File: src/rtl/assert_macros.svh
// Assertion macros used by the detector RTL.
`ifndef ASSERT_MACROS_SVH
`define ASSERT_MACROS_SVH

// Checked on every clock edge outside reset.
`define ASSERT_CLK(label, prop, msg) \
  label: assert property (@(posedge clk) disable iff (!rst_n) prop) else $error(msg);

// Checked on every clock edge, reset included.
`define ASSERT_ALWAYS(label, prop, msg) \
  label: assert property (@(posedge clk) prop) else $error(msg);

`endif

File: src/rtl/kld_pkg.sv
// Keyword tables, language codes and match helpers for the language detector.
package kld_pkg;

  localparam int KEYWORDS_PER_LANGUAGE = 6;
  localparam int MAX_KEYWORD_BYTES     = 3;
  localparam int LANG_COUNT            = 5;

  localparam int WIN_BITS  = 8 * MAX_KEYWORD_BYTES;
  localparam int HIST_BITS = 8 * (MAX_KEYWORD_BYTES - 1);
  localparam int LEN_W     = $clog2(MAX_KEYWORD_BYTES + 1);
  localparam int SCORE_W   = 3;
  localparam int LANG_W    = 3;

  typedef logic [WIN_BITS-1:0]              kw_pat_t;
  typedef logic [LEN_W-1:0]                 kw_len_t;
  typedef logic [SCORE_W-1:0]               score_t;
  typedef logic [KEYWORDS_PER_LANGUAGE-1:0] kw_flags_t;

  typedef enum logic [LANG_W-1:0] {
    LANG_ENGLISH  = 3'd0,
    LANG_SPANISH  = 3'd1,
    LANG_FRENCH   = 3'd2,
    LANG_GERMAN   = 3'd3,
    LANG_CHINESE  = 3'd4,
    LANG_JAPANESE = 3'd5
  } lang_t;

  // Patterns are right aligned: last keyword byte in bits 7..0.
  localparam kw_pat_t KW_PATTERN [LANG_COUNT][KEYWORDS_PER_LANGUAGE] = '{
    '{24'h00656C, 24'h006C61, 24'h006465, 24'h00656E, 24'h000079, 24'h717565},
    '{24'h006C65, 24'h006C61, 24'h006465, 24'h006574, 24'h657374, 24'h717565},
    '{24'h646572, 24'h646965, 24'h756E64, 24'h007A75, 24'h64656E, 24'h646173},
    '{24'hE79A84, 24'hE698AF, 24'hE59CA8, 24'hE5928C, 24'hE4BA86, 24'hE69C89},
    '{24'hE381AE, 24'hE381AF, 24'hE38292, 24'hE3818C, 24'hE381AB, 24'hE381A8}
  };

  localparam kw_len_t KW_LENGTH [LANG_COUNT][KEYWORDS_PER_LANGUAGE] = '{
    '{2'd2, 2'd2, 2'd2, 2'd2, 2'd1, 2'd3},
    '{2'd2, 2'd2, 2'd2, 2'd2, 2'd3, 2'd3},
    '{2'd3, 2'd3, 2'd3, 2'd2, 2'd3, 2'd3},
    '{2'd3, 2'd3, 2'd3, 2'd3, 2'd3, 2'd3},
    '{2'd3, 2'd3, 2'd3, 2'd3, 2'd3, 2'd3}
  };

  // True when the keyword's bytes end at the newest byte of the window.
  function automatic logic kw_match(kw_pat_t window, kw_pat_t pat, kw_len_t len);
    kw_pat_t mask;
    mask = '0;
    for (int i = 0; i < MAX_KEYWORD_BYTES; i++) begin
      if (i < int'(len)) begin
        mask[8*i +: 8] = 8'hFF;
      end
    end
    return (len != '0) && ((window & mask) == pat);
  endfunction

  // Distinct keywords found; wraps to the field width like the score port.
  function automatic score_t kw_count(kw_flags_t flags);
    score_t c;
    c = '0;
    for (int i = 0; i < KEYWORDS_PER_LANGUAGE; i++) begin
      c = c + score_t'(flags[i]);
    end
    return c;
  endfunction

endpackage

File: src/rtl/keyword_language_detector.sv
// A transferred byte is matched from the input register; a final byte's result
//   loads into the output register when that byte is consumed.
// Throughput: one byte per cycle. Input stalls only while the input register holds a
//   final byte and the output register still holds an untaken result.
// Reset (synchronous, rst_n low): clears the pipeline valids, the byte history
//   and all found flags; payload registers are left as they are.
module keyword_language_detector
  import kld_pkg::*;
(
  input  logic              clk,
  input  logic              rst_n,
  // byte stream
  input  logic              in_valid,
  output logic              in_stall,
  input  logic [7:0]        in_text_byte,
  input  logic              in_end_of_text,
  // per-message result
  output logic              out_valid,
  input  logic              out_stall,
  output logic [LANG_W-1:0] out_detected_language,
  output logic [2:0]        out_winning_score,
  output logic [2:0]        out_spanish_score,
  output logic [2:0]        out_french_score,
  output logic [2:0]        out_german_score,
  output logic [2:0]        out_chinese_score,
  output logic [2:0]        out_japanese_score
);

`include "assert_macros.svh"

  // ---------------------------------------------------------------------------
  // Input register: one byte plus its end-of-message mark.
  // ---------------------------------------------------------------------------
  logic       s1_valid_r, s1_valid_nxt;
  logic [7:0] s1_byte_r;
  logic       s1_eot_r;

  // Match state: previous bytes (newest low) and one sticky flag per keyword.
  logic [HIST_BITS-1:0]  hist_r, hist_nxt;
  kw_flags_t             seen_r   [LANG_COUNT];
  kw_flags_t             seen_nxt [LANG_COUNT];

  // Output register.
  logic   out_valid_r, out_valid_nxt;
  lang_t  out_lang_r;
  score_t out_win_r;
  score_t out_score_r [LANG_COUNT];

  logic    in_xfer;     // byte transferred into the input register
  logic    out_xfer;    // result transferred out
  logic    out_free;    // output register can take a result this cycle
  logic    s1_adv;      // byte in the input register is consumed this cycle
  logic    res_load;    // final byte consumed, result loads

  kw_pat_t   window;
  kw_flags_t hit     [LANG_COUNT];
  kw_flags_t seen_or [LANG_COUNT];
  score_t    score   [LANG_COUNT];
  lang_t     best_lang;
  score_t    best_score;

  // ---------------------------------------------------------------------------
  // Handshake. Ordinary bytes always drain; a final byte waits for the output
  // register to be empty or emptying in the same cycle.
  // ---------------------------------------------------------------------------
  assign out_xfer = out_valid_r && !out_stall;
  assign out_free = !out_valid_r || !out_stall;
  assign s1_adv   = s1_valid_r && (!s1_eot_r || out_free);
  assign res_load = s1_adv && s1_eot_r;
  assign in_stall = s1_valid_r && !s1_adv;
  assign in_xfer  = in_valid && !in_stall;

  always_comb begin
    s1_valid_nxt = s1_valid_r;
    if (in_xfer) begin
      s1_valid_nxt = 1'b1;
    end else if (s1_adv) begin
      s1_valid_nxt = 1'b0;
    end
  end

  always_ff @(posedge clk) begin
    if (!rst_n) begin
      s1_valid_r <= 1'b0;
    end else begin
      s1_valid_r <= s1_valid_nxt;
    end
  end

  always_ff @(posedge clk) begin
    if (in_xfer) begin
      s1_byte_r <= in_text_byte;
      s1_eot_r  <= in_end_of_text;
    end
  end

  // ---------------------------------------------------------------------------
  // Keyword compare: all thirty patterns against the window in parallel.
  // ---------------------------------------------------------------------------
  assign window = {hist_r, s1_byte_r};

  always_comb begin
    for (int l = 0; l < LANG_COUNT; l++) begin
      for (int k = 0; k < KEYWORDS_PER_LANGUAGE; k++) begin
        hit[l][k] = kw_match(window, KW_PATTERN[l][k], KW_LENGTH[l][k]);
      end
      seen_or[l] = seen_r[l] | hit[l];
    end
  end

  // History and flags advance per consumed byte; a final byte clears them so
  // nothing carries into the next message.
  always_comb begin
    hist_nxt = hist_r;
    for (int l = 0; l < LANG_COUNT; l++) begin
      seen_nxt[l] = seen_r[l];
    end
    if (s1_adv) begin
      if (s1_eot_r) begin
        hist_nxt = '0;
        for (int l = 0; l < LANG_COUNT; l++) begin
          seen_nxt[l] = '0;
        end
      end else begin
        hist_nxt = window[HIST_BITS-1:0];
        for (int l = 0; l < LANG_COUNT; l++) begin
          seen_nxt[l] = seen_or[l];
        end
      end
    end
  end

  always_ff @(posedge clk) begin
    if (!rst_n) begin
      hist_r <= '0;
      for (int l = 0; l < LANG_COUNT; l++) begin
        seen_r[l] <= '0;
      end
    end else begin
      hist_r <= hist_nxt;
      for (int l = 0; l < LANG_COUNT; l++) begin
        seen_r[l] <= seen_nxt[l];
      end
    end
  end

  // ---------------------------------------------------------------------------
  // Scoring: popcount per language, then a strict-greater scan so a tie keeps
  // the earlier language and all-zero leaves english.
  // ---------------------------------------------------------------------------
  always_comb begin
    best_lang  = LANG_ENGLISH;
    best_score = '0;
    for (int l = 0; l < LANG_COUNT; l++) begin
      score[l] = kw_count(seen_or[l]);
      if (score[l] > best_score) begin
        best_score = score[l];
        best_lang  = lang_t'(LANG_W'(l + 1));
      end
    end
  end

  // ---------------------------------------------------------------------------
  // Output register.
  // ---------------------------------------------------------------------------
  always_comb begin
    out_valid_nxt = out_valid_r;
    if (res_load) begin
      out_valid_nxt = 1'b1;
    end else if (out_xfer) begin
      out_valid_nxt = 1'b0;
    end
  end

  always_ff @(posedge clk) begin
    if (!rst_n) begin
      out_valid_r <= 1'b0;
    end else begin
      out_valid_r <= out_valid_nxt;
    end
  end

  always_ff @(posedge clk) begin
    if (res_load) begin
      out_lang_r <= best_lang;
      out_win_r  <= best_score;
      for (int l = 0; l < LANG_COUNT; l++) begin
        out_score_r[l] <= score[l];
      end
    end
  end

  assign out_valid             = out_valid_r;
  assign out_detected_language = out_lang_r;
  assign out_winning_score     = out_win_r;
  assign out_spanish_score     = out_score_r[0];
  assign out_french_score      = out_score_r[1];
  assign out_german_score      = out_score_r[2];
  assign out_chinese_score     = out_score_r[3];
  assign out_japanese_score    = out_score_r[4];

  // ---------------------------------------------------------------------------
  // Assertions
  // ---------------------------------------------------------------------------
  `ASSERT_ALWAYS(a_reset_clears, !rst_n |=> !out_valid_r && !s1_valid_r && hist_r == '0, "reset did not clear control state")
  `ASSERT_CLK(a_eot_clears, res_load |=> hist_r == '0 && seen_r[0] == '0 && seen_r[4] == '0, "match state not cleared after final byte")
  `ASSERT_CLK(a_rose_from_eot, $rose(out_valid_r) |-> $past(res_load), "result appeared without a final byte")
  `ASSERT_CLK(a_english_zero, out_valid_r |-> ((out_lang_r == LANG_ENGLISH) == (out_win_r == '0)), "english winner and zero score disagree")
  `ASSERT_CLK(a_win_is_max, out_valid_r |-> out_win_r >= out_score_r[0] && out_win_r >= out_score_r[1] && out_win_r >= out_score_r[2] && out_win_r >= out_score_r[3] && out_win_r >= out_score_r[4], "winning score below a language score")

endmodule

File: config.mk
export PLATFORM = sky130hd
export DESIGN_NAME = keyword_language_detector
export DESIGN_NICKNAME = d
export VERILOG_FILES = /design/src/rtl/kld_pkg.sv /design/src/rtl/keyword_language_detector.sv
export VERILOG_INCLUDE_DIRS = /design/src /design/src/rtl
export SDC_FILE = /design/constraint.sdc
export NUM_CORES = 1
export LEC_CHECK = 0
export BUFFER_PORTS_ARGS = -buffer_cell sky130_fd_sc_hd__buf_2
export CAP_MARGIN = 20
export CORE_MARGIN = 8
export CORE_UTILIZATION = 47
export CTS_BUF_LIST = sky130_fd_sc_hd__clkbuf_4
export CTS_CLUSTER_SIZE = 14
export DETAILED_ROUTE_END_ITERATION = 8
export PLACE_DENSITY = 0.68
export SYNTH_ARGS = -nofsm -noshare
export SYNTH_HDL_FRONTEND = slang
export SYNTH_SLANG_ARGS = --single-unit
File: constraint.sdc
create_clock -name clk -period 10.2 [get_ports clk]
set_clock_uncertainty 0.05 [all_clocks]
set_input_delay 1.02 -clock clk [delete_from_list [all_inputs] [get_ports clk]]
set_output_delay 1.02 -clock clk [all_outputs]
set_load 0.02 [all_outputs]
After elaboration in Yosys (flattened, before gate mapping)
Memories as Yosys holds them, arrays and structs flattened. Index checks and enable logic that the tools add are counted.

Flip-flop bits (word level): 33. Memory bits (writable): 45. Bits of input ports: 13. Output and inout port bits: 23. Word-level logic and storage cells: 117. Memories: 2.

Memory list: seen_r (words 5, bits a word 6, read ports 5, clocked after Yosys merged registers in 0, wr ports 5, RTL line keyword_language_detector.sv:40) `kw_flags_t seen_r [LANG_COUNT];`; out_score_r (words 5, bits a word 3, read ports 5, clocked after Yosys merged registers in 0, wr ports 5, RTL line keyword_language_detector.sv:47) `score_t out_score_r [LANG_COUNT];`.

$add $sub $neg: 25. Magnitude comparators: 5. Eq/ne operators: 27. Mux-type cells: 25. Bitwise logic cells: 10. Reductions and logical operators: 15.

Operator list (number): 24-bit equality test (second input constant) (12); 24-bit by 23-bit equality test with 1-bit output (second input constant) (7); 16-bit by 15-bit equality test with 1-bit output (second input constant) (7); 30-bit two-way mux (2); 3-bit by 1-bit adder with 3-bit output (15); 6-bit two-way mux (5); 6-bit bitwise OR (5); 16-bit two-way mux (1); 2-bit by 1-bit adder with 3-bit output (5); 3-bit two-way mux (5); 3-bit greater-than comparator (4); 1-bit by 1-bit adder with 2-bit output (5); 1-bit two-way mux (10); 8-bit by 7-bit equality test with 1-bit output (second input constant) (1); 1-bit logical AND (5); 1-bit zero test (5); 1-bit bitwise OR (5); 2-bit two-way mux (2); 2-bit nonzero test (2); 3-bit by 1-bit greater-than comparator with 1-bit output (second input constant) (1); 1-bit logical OR (2); 2-bit OR reduction (1).

Logic depth before layout (Yosys ltp)
Depth in word-level cells: 17. Gate-level depth with buffers: 36. Depth with buffers taken out: 35.

Worst setup path after synthesis
No wires, ideal clock.

Path type: register to register. Start point: reg s1_byte_r[4]. End point: reg out_win_r[0] (netlist: out_winning_score[0]) (data pin). Setup time: 0.262 ns. Data arrival time: 7.243 ns. Required time: 9.888 ns. Slack: 2.645 ns. Cell stages (with the launch flop): 31. Buffers on the path: 1. Cells stage by stage: edfxtp_1 -> and4bb_2 -> and4_1 -> buf_2 -> a21oi_1 -> fa_1 -> fa_1 -> inv_1 -> ha_1 -> fa_1 -> ha_1 -> and3b_1 -> a311oi_2 -> nand2_1 -> nor2_1 -> a21oi_1 -> ha_1 -> and3b_1 -> o21ai_1 -> mux2_2 -> ha_1 -> nor2b_1 -> o21ai_0 -> a32o_1 -> mux2_2 -> ha_1 -> nor2b_1 -> o21ai_0 -> a21o_1 -> a31oi_1 -> o21ai_1.

RTL lines: start, declared (RTL line keyword_language_detector.sv:35) `logic [7:0] s1_byte_r;`; start signal, assigned (RTL line keyword_language_detector.sv:92) `s1_byte_r <= in_text_byte;`; end signal, assigned (RTL line keyword_language_detector.sv:186) `out_win_r <= best_score;`; end, declared (RTL line keyword_language_detector.sv:46) `score_t out_win_r;`.

==> results_dict.tcl <==
set metrics [dict create \
    multi_input_area_mm2 0.00229 \
    io_pins 36 \
    die_h_um 112 \
    drt-pass1-iter-count 5 \
    nFillCells 855 \
    worstSetupEndpointType "register" \
    cp.required_ns 10.34 \
    overflow 0 \
    ctsResizeCount 0 \
    syn_inst 433 \
    clk_pin_slew_ns 0.14 \
    seq_power_share_pct 60.4 \
    critical_path_class "register to register" \
    avgViaCountPerCell 5.86 \
    drc_errors 0 \
    outcome "finished, final reports clean" \
    finalSetupViolCount 0 \
    powerDensity_mw_per_mm2 118 \
    grt_first_pass_wirelength_um 16300 \
    swShare_pct 25.4 \
    post_cts_buffers 0 \
    synthesis.area_mm2 0.00432 \
    antenna_found_initial 0 \
    place.gp.congestion 0.882 \
    pwr-share-comb_pct 5.7 \
    fmax_mhz 116 \
    n_antenna_cell 0 \
    drt-initial-drc-count 216 \
    p_leak_uw 0.00180 \
    wl_met3_um 633 \
    drive_gt1_share_pct 16.6 \
    drv_cap 0 \
    irDropWorstVdd_uv 65.1 \
    wl_per_cell_um 16.8 \
    cts_htree_levels 3 \
    dpl.hpwl_um 7390 \
    min_path_type "register to register" \
    regArea_mm2 0.00186 \
    fin_tns_setup_ns 0 \
    wl_met1_um 4370 \
    synth_nets 477 \
    die_w_um 112 \
    core_area_mm2 0.00906 \
    antenna_left 0 \
    p_sw_uw 141 \
    critPathLaunchType "register" \
    routed.top_layer "met4" \
    cp_slowest_cell "fa_1" \
    dieArea_mm2 0.0125 \
    drt_wl_total_um 9750 \
    hold_buffers 0 \
    slew_violations 0 \
    path_max_fanout 8 \
    synth_cell_types 64 \
    rsz0062_at_grt "false" \
    rows 35 \
    finalNetCount 510 \
    fin_cells 582 \
    design_area_mm2 0.00472 \
    hold_viol 0 \
    cpMostUsedCell "ha_1" \
    finalCritPeriodShare_pct 84.2 \
    insertion_delay_ns 0.42 \
    io_buffers 35 \
    tightest_slew_ns 1.02 \
    slew-limit-headroom_pct 32.0 \
    grt_usage_pct 16.0 \
    seq_area_frac_synth_pct 43.1 \
    synth_ff_type "dfxtp_1" \
    max_stage_delay_ns 0.54 \
    syn_to_final_growth_pct 9.36 \
    initial_core_util_pct 47.6 \
    grt_pass1_vias 3331 \
    synth_edf_count 30 \
    avgSynthCellArea_um2 9.97 \
    post_dp_cell_area_mm2 0.00458 \
    grt_max_degree 24 \
    numCtsBuffers 9 \
    root_buffer "clkbuf_4" \
    async_reset_ff_share_pct 0 \
    ys_ff_latch 78 \
    ctsLongestPathBuffers 2 \
    rrSetupSlack_ns 1.61 \
    whs_ns 0.421 \
    worstPathArrival_ns 8.73 \
    clock-sinks 78 \
    clkPwrFrac_pct 33.9 \
    cts_tree "built" \
    wl_met2_um 4330 \
    vias 3410 \
    synth_warnings 0 \
    internal_power_uw 414 \
    place_inst 566 \
    fin_crit_ns 8.59 \
]
==> path summary, 6_finish.rpt <==
| path | startpoint | end | depth (start not counted) |
|---|---|---|---|
| worst max-delay path | s1_byte_r[1]$_DFFE_PP_ | out_winning_score[0]$_DFFE_PP_ | 29 |
| worst min-delay path | seen_r[0][20]$_SDFFE_PN0P_ | seen_r[0][20]$_SDFFE_PN0P_ | 2 |
| worst max register to register | s1_byte_r[1]$_DFFE_PP_ | out_winning_score[0]$_DFFE_PP_ | 29 |
| worst min register to register | seen_r[0][20]$_SDFFE_PN0P_ | seen_r[0][20]$_SDFFE_PN0P_ | 2 |
==> power by group through the flow <==
stage,clock (uW),sequential (uW),combinational [uW]
floorplan,0,344,18.1
global placement,0,342,31.6
detailed placement,0,342,31.9
CTS,195,335,32.0
global route,208,336,34.9
finish,188,335,31.9
==> final cells by class <==
cell class	count	share of cell area, %
inverter	29	2.31
clock buffer	9	1.43
timing repair buffer	36	3.87
sequential	78	39.4
clock inverter	7	1.54
tap	111	2.94
multi-input combinational	312	48.5
==> per-stage QoR <==
| stage | total power (uW) | worst slack (ns) | util, % |
|---|---|---|---|
| detailed placement | 374 | 1.73 | 50.5 |
| global route | 579 | 0.997 | 52.1 |
| floorplan | 362 | 2.64 | - |
| global placement | 373 | 2.03 | 50.5 |
| finish | 555 | 1.61 | 52.1 |
| CTS | 562 | 1.72 | 52.1 |
==> layout by cell type (no fill, tap or decap), types with 7 or more instances in the layout <==
master / netlist / routed
dfxtp_1: 48 / 48
nor2_1: 46 / 46
buf_2: 1 / 35
edfxtp_1: 30 / 30
inv_1: 29 / 29
nor2b_1: 29 / 29
nand2_1: 21 / 21
a21oi_1: 18 / 18
a22oi_1: 16 / 16
ha_1: 16 / 16
nand3_1: 15 / 15
fa_1: 15 / 15
a31oi_1: 11 / 11
nand4_1: 10 / 10
o21a_1: 10 / 10
nor3_1: 10 / 10
clkbuf_4: 0 / 9
and3_1: 7 / 7
and2_1: 7 / 7
==> worst max-delay path, delay by kind of cell (launching register included) <==
kind	cells	cell delay, ns
adders and majority gates	8	2.90
AOI/OAI and AO/OA	10	2.20
and+or+nand+nor	8	1.85
muxes	2	0.79
DFF	1	0.52
buffers and inverters	1	0.04
==> cell families after synthesis <==
group	count (synthesis)	share of synthesized area, %
and+or+nand+nor	189	26.5
buffers and inverters	43	3.85
muxes	4	1.01
DFF	78	43.1
adders and majority gates	31	11.6
AOI/OAI and AO/OA	88	14.0
==> per-layer routing <==
layer  vias to the layer above  track usage (%)
met3                        39             3.41
met1                      1591             19.7
met4                         0             8.75
met2                       140             25.6
met5                         -                0
li1                       1640                -
==> flip-flops by register name (all words and copies together) (netlist names) <==
signal                 flops
s1_eot_r                   1
s1_valid_r                 1
seen_r                    30
out_winning_score          3
s1_byte_r                  8
out_valid                  1
out_detected_language      3
out_score_r               15
hist_r                    16
==> synth_stat cells, types with 3 or more instances <==
cell / number / area, um^2
a31oi_1: 11 / 68.8
nand2_1: 21 / 78.8
o21ai_0: 6 / 30.0
a41oi_1: 4 / 35.0
and3_1: 7 / 43.8
edfxtp_1: 30 / 901
nor2b_1: 29 / 181
dfxtp_1: 48 / 961
nand3_1: 15 / 75.1
or2_2: 4 / 25.0
nand4b_1: 4 / 35.0
ha_1: 16 / 200
nor3_1: 10 / 50.1
o21a_1: 10 / 75.1
fa_1: 15 / 300
nor4_1: 5 / 31.3
nand4_1: 10 / 62.6
o21ai_1: 3 / 15.0
clkbuf_1: 10 / 37.5
and4bb_2: 3 / 37.5
inv_1: 29 / 109
nor2_1: 46 / 173
a31o_2: 4 / 35.0
a21oi_1: 18 / 90.1
and2_1: 7 / 43.8
a22oi_1: 16 / 120
Power figures use the tool's default switching activity.
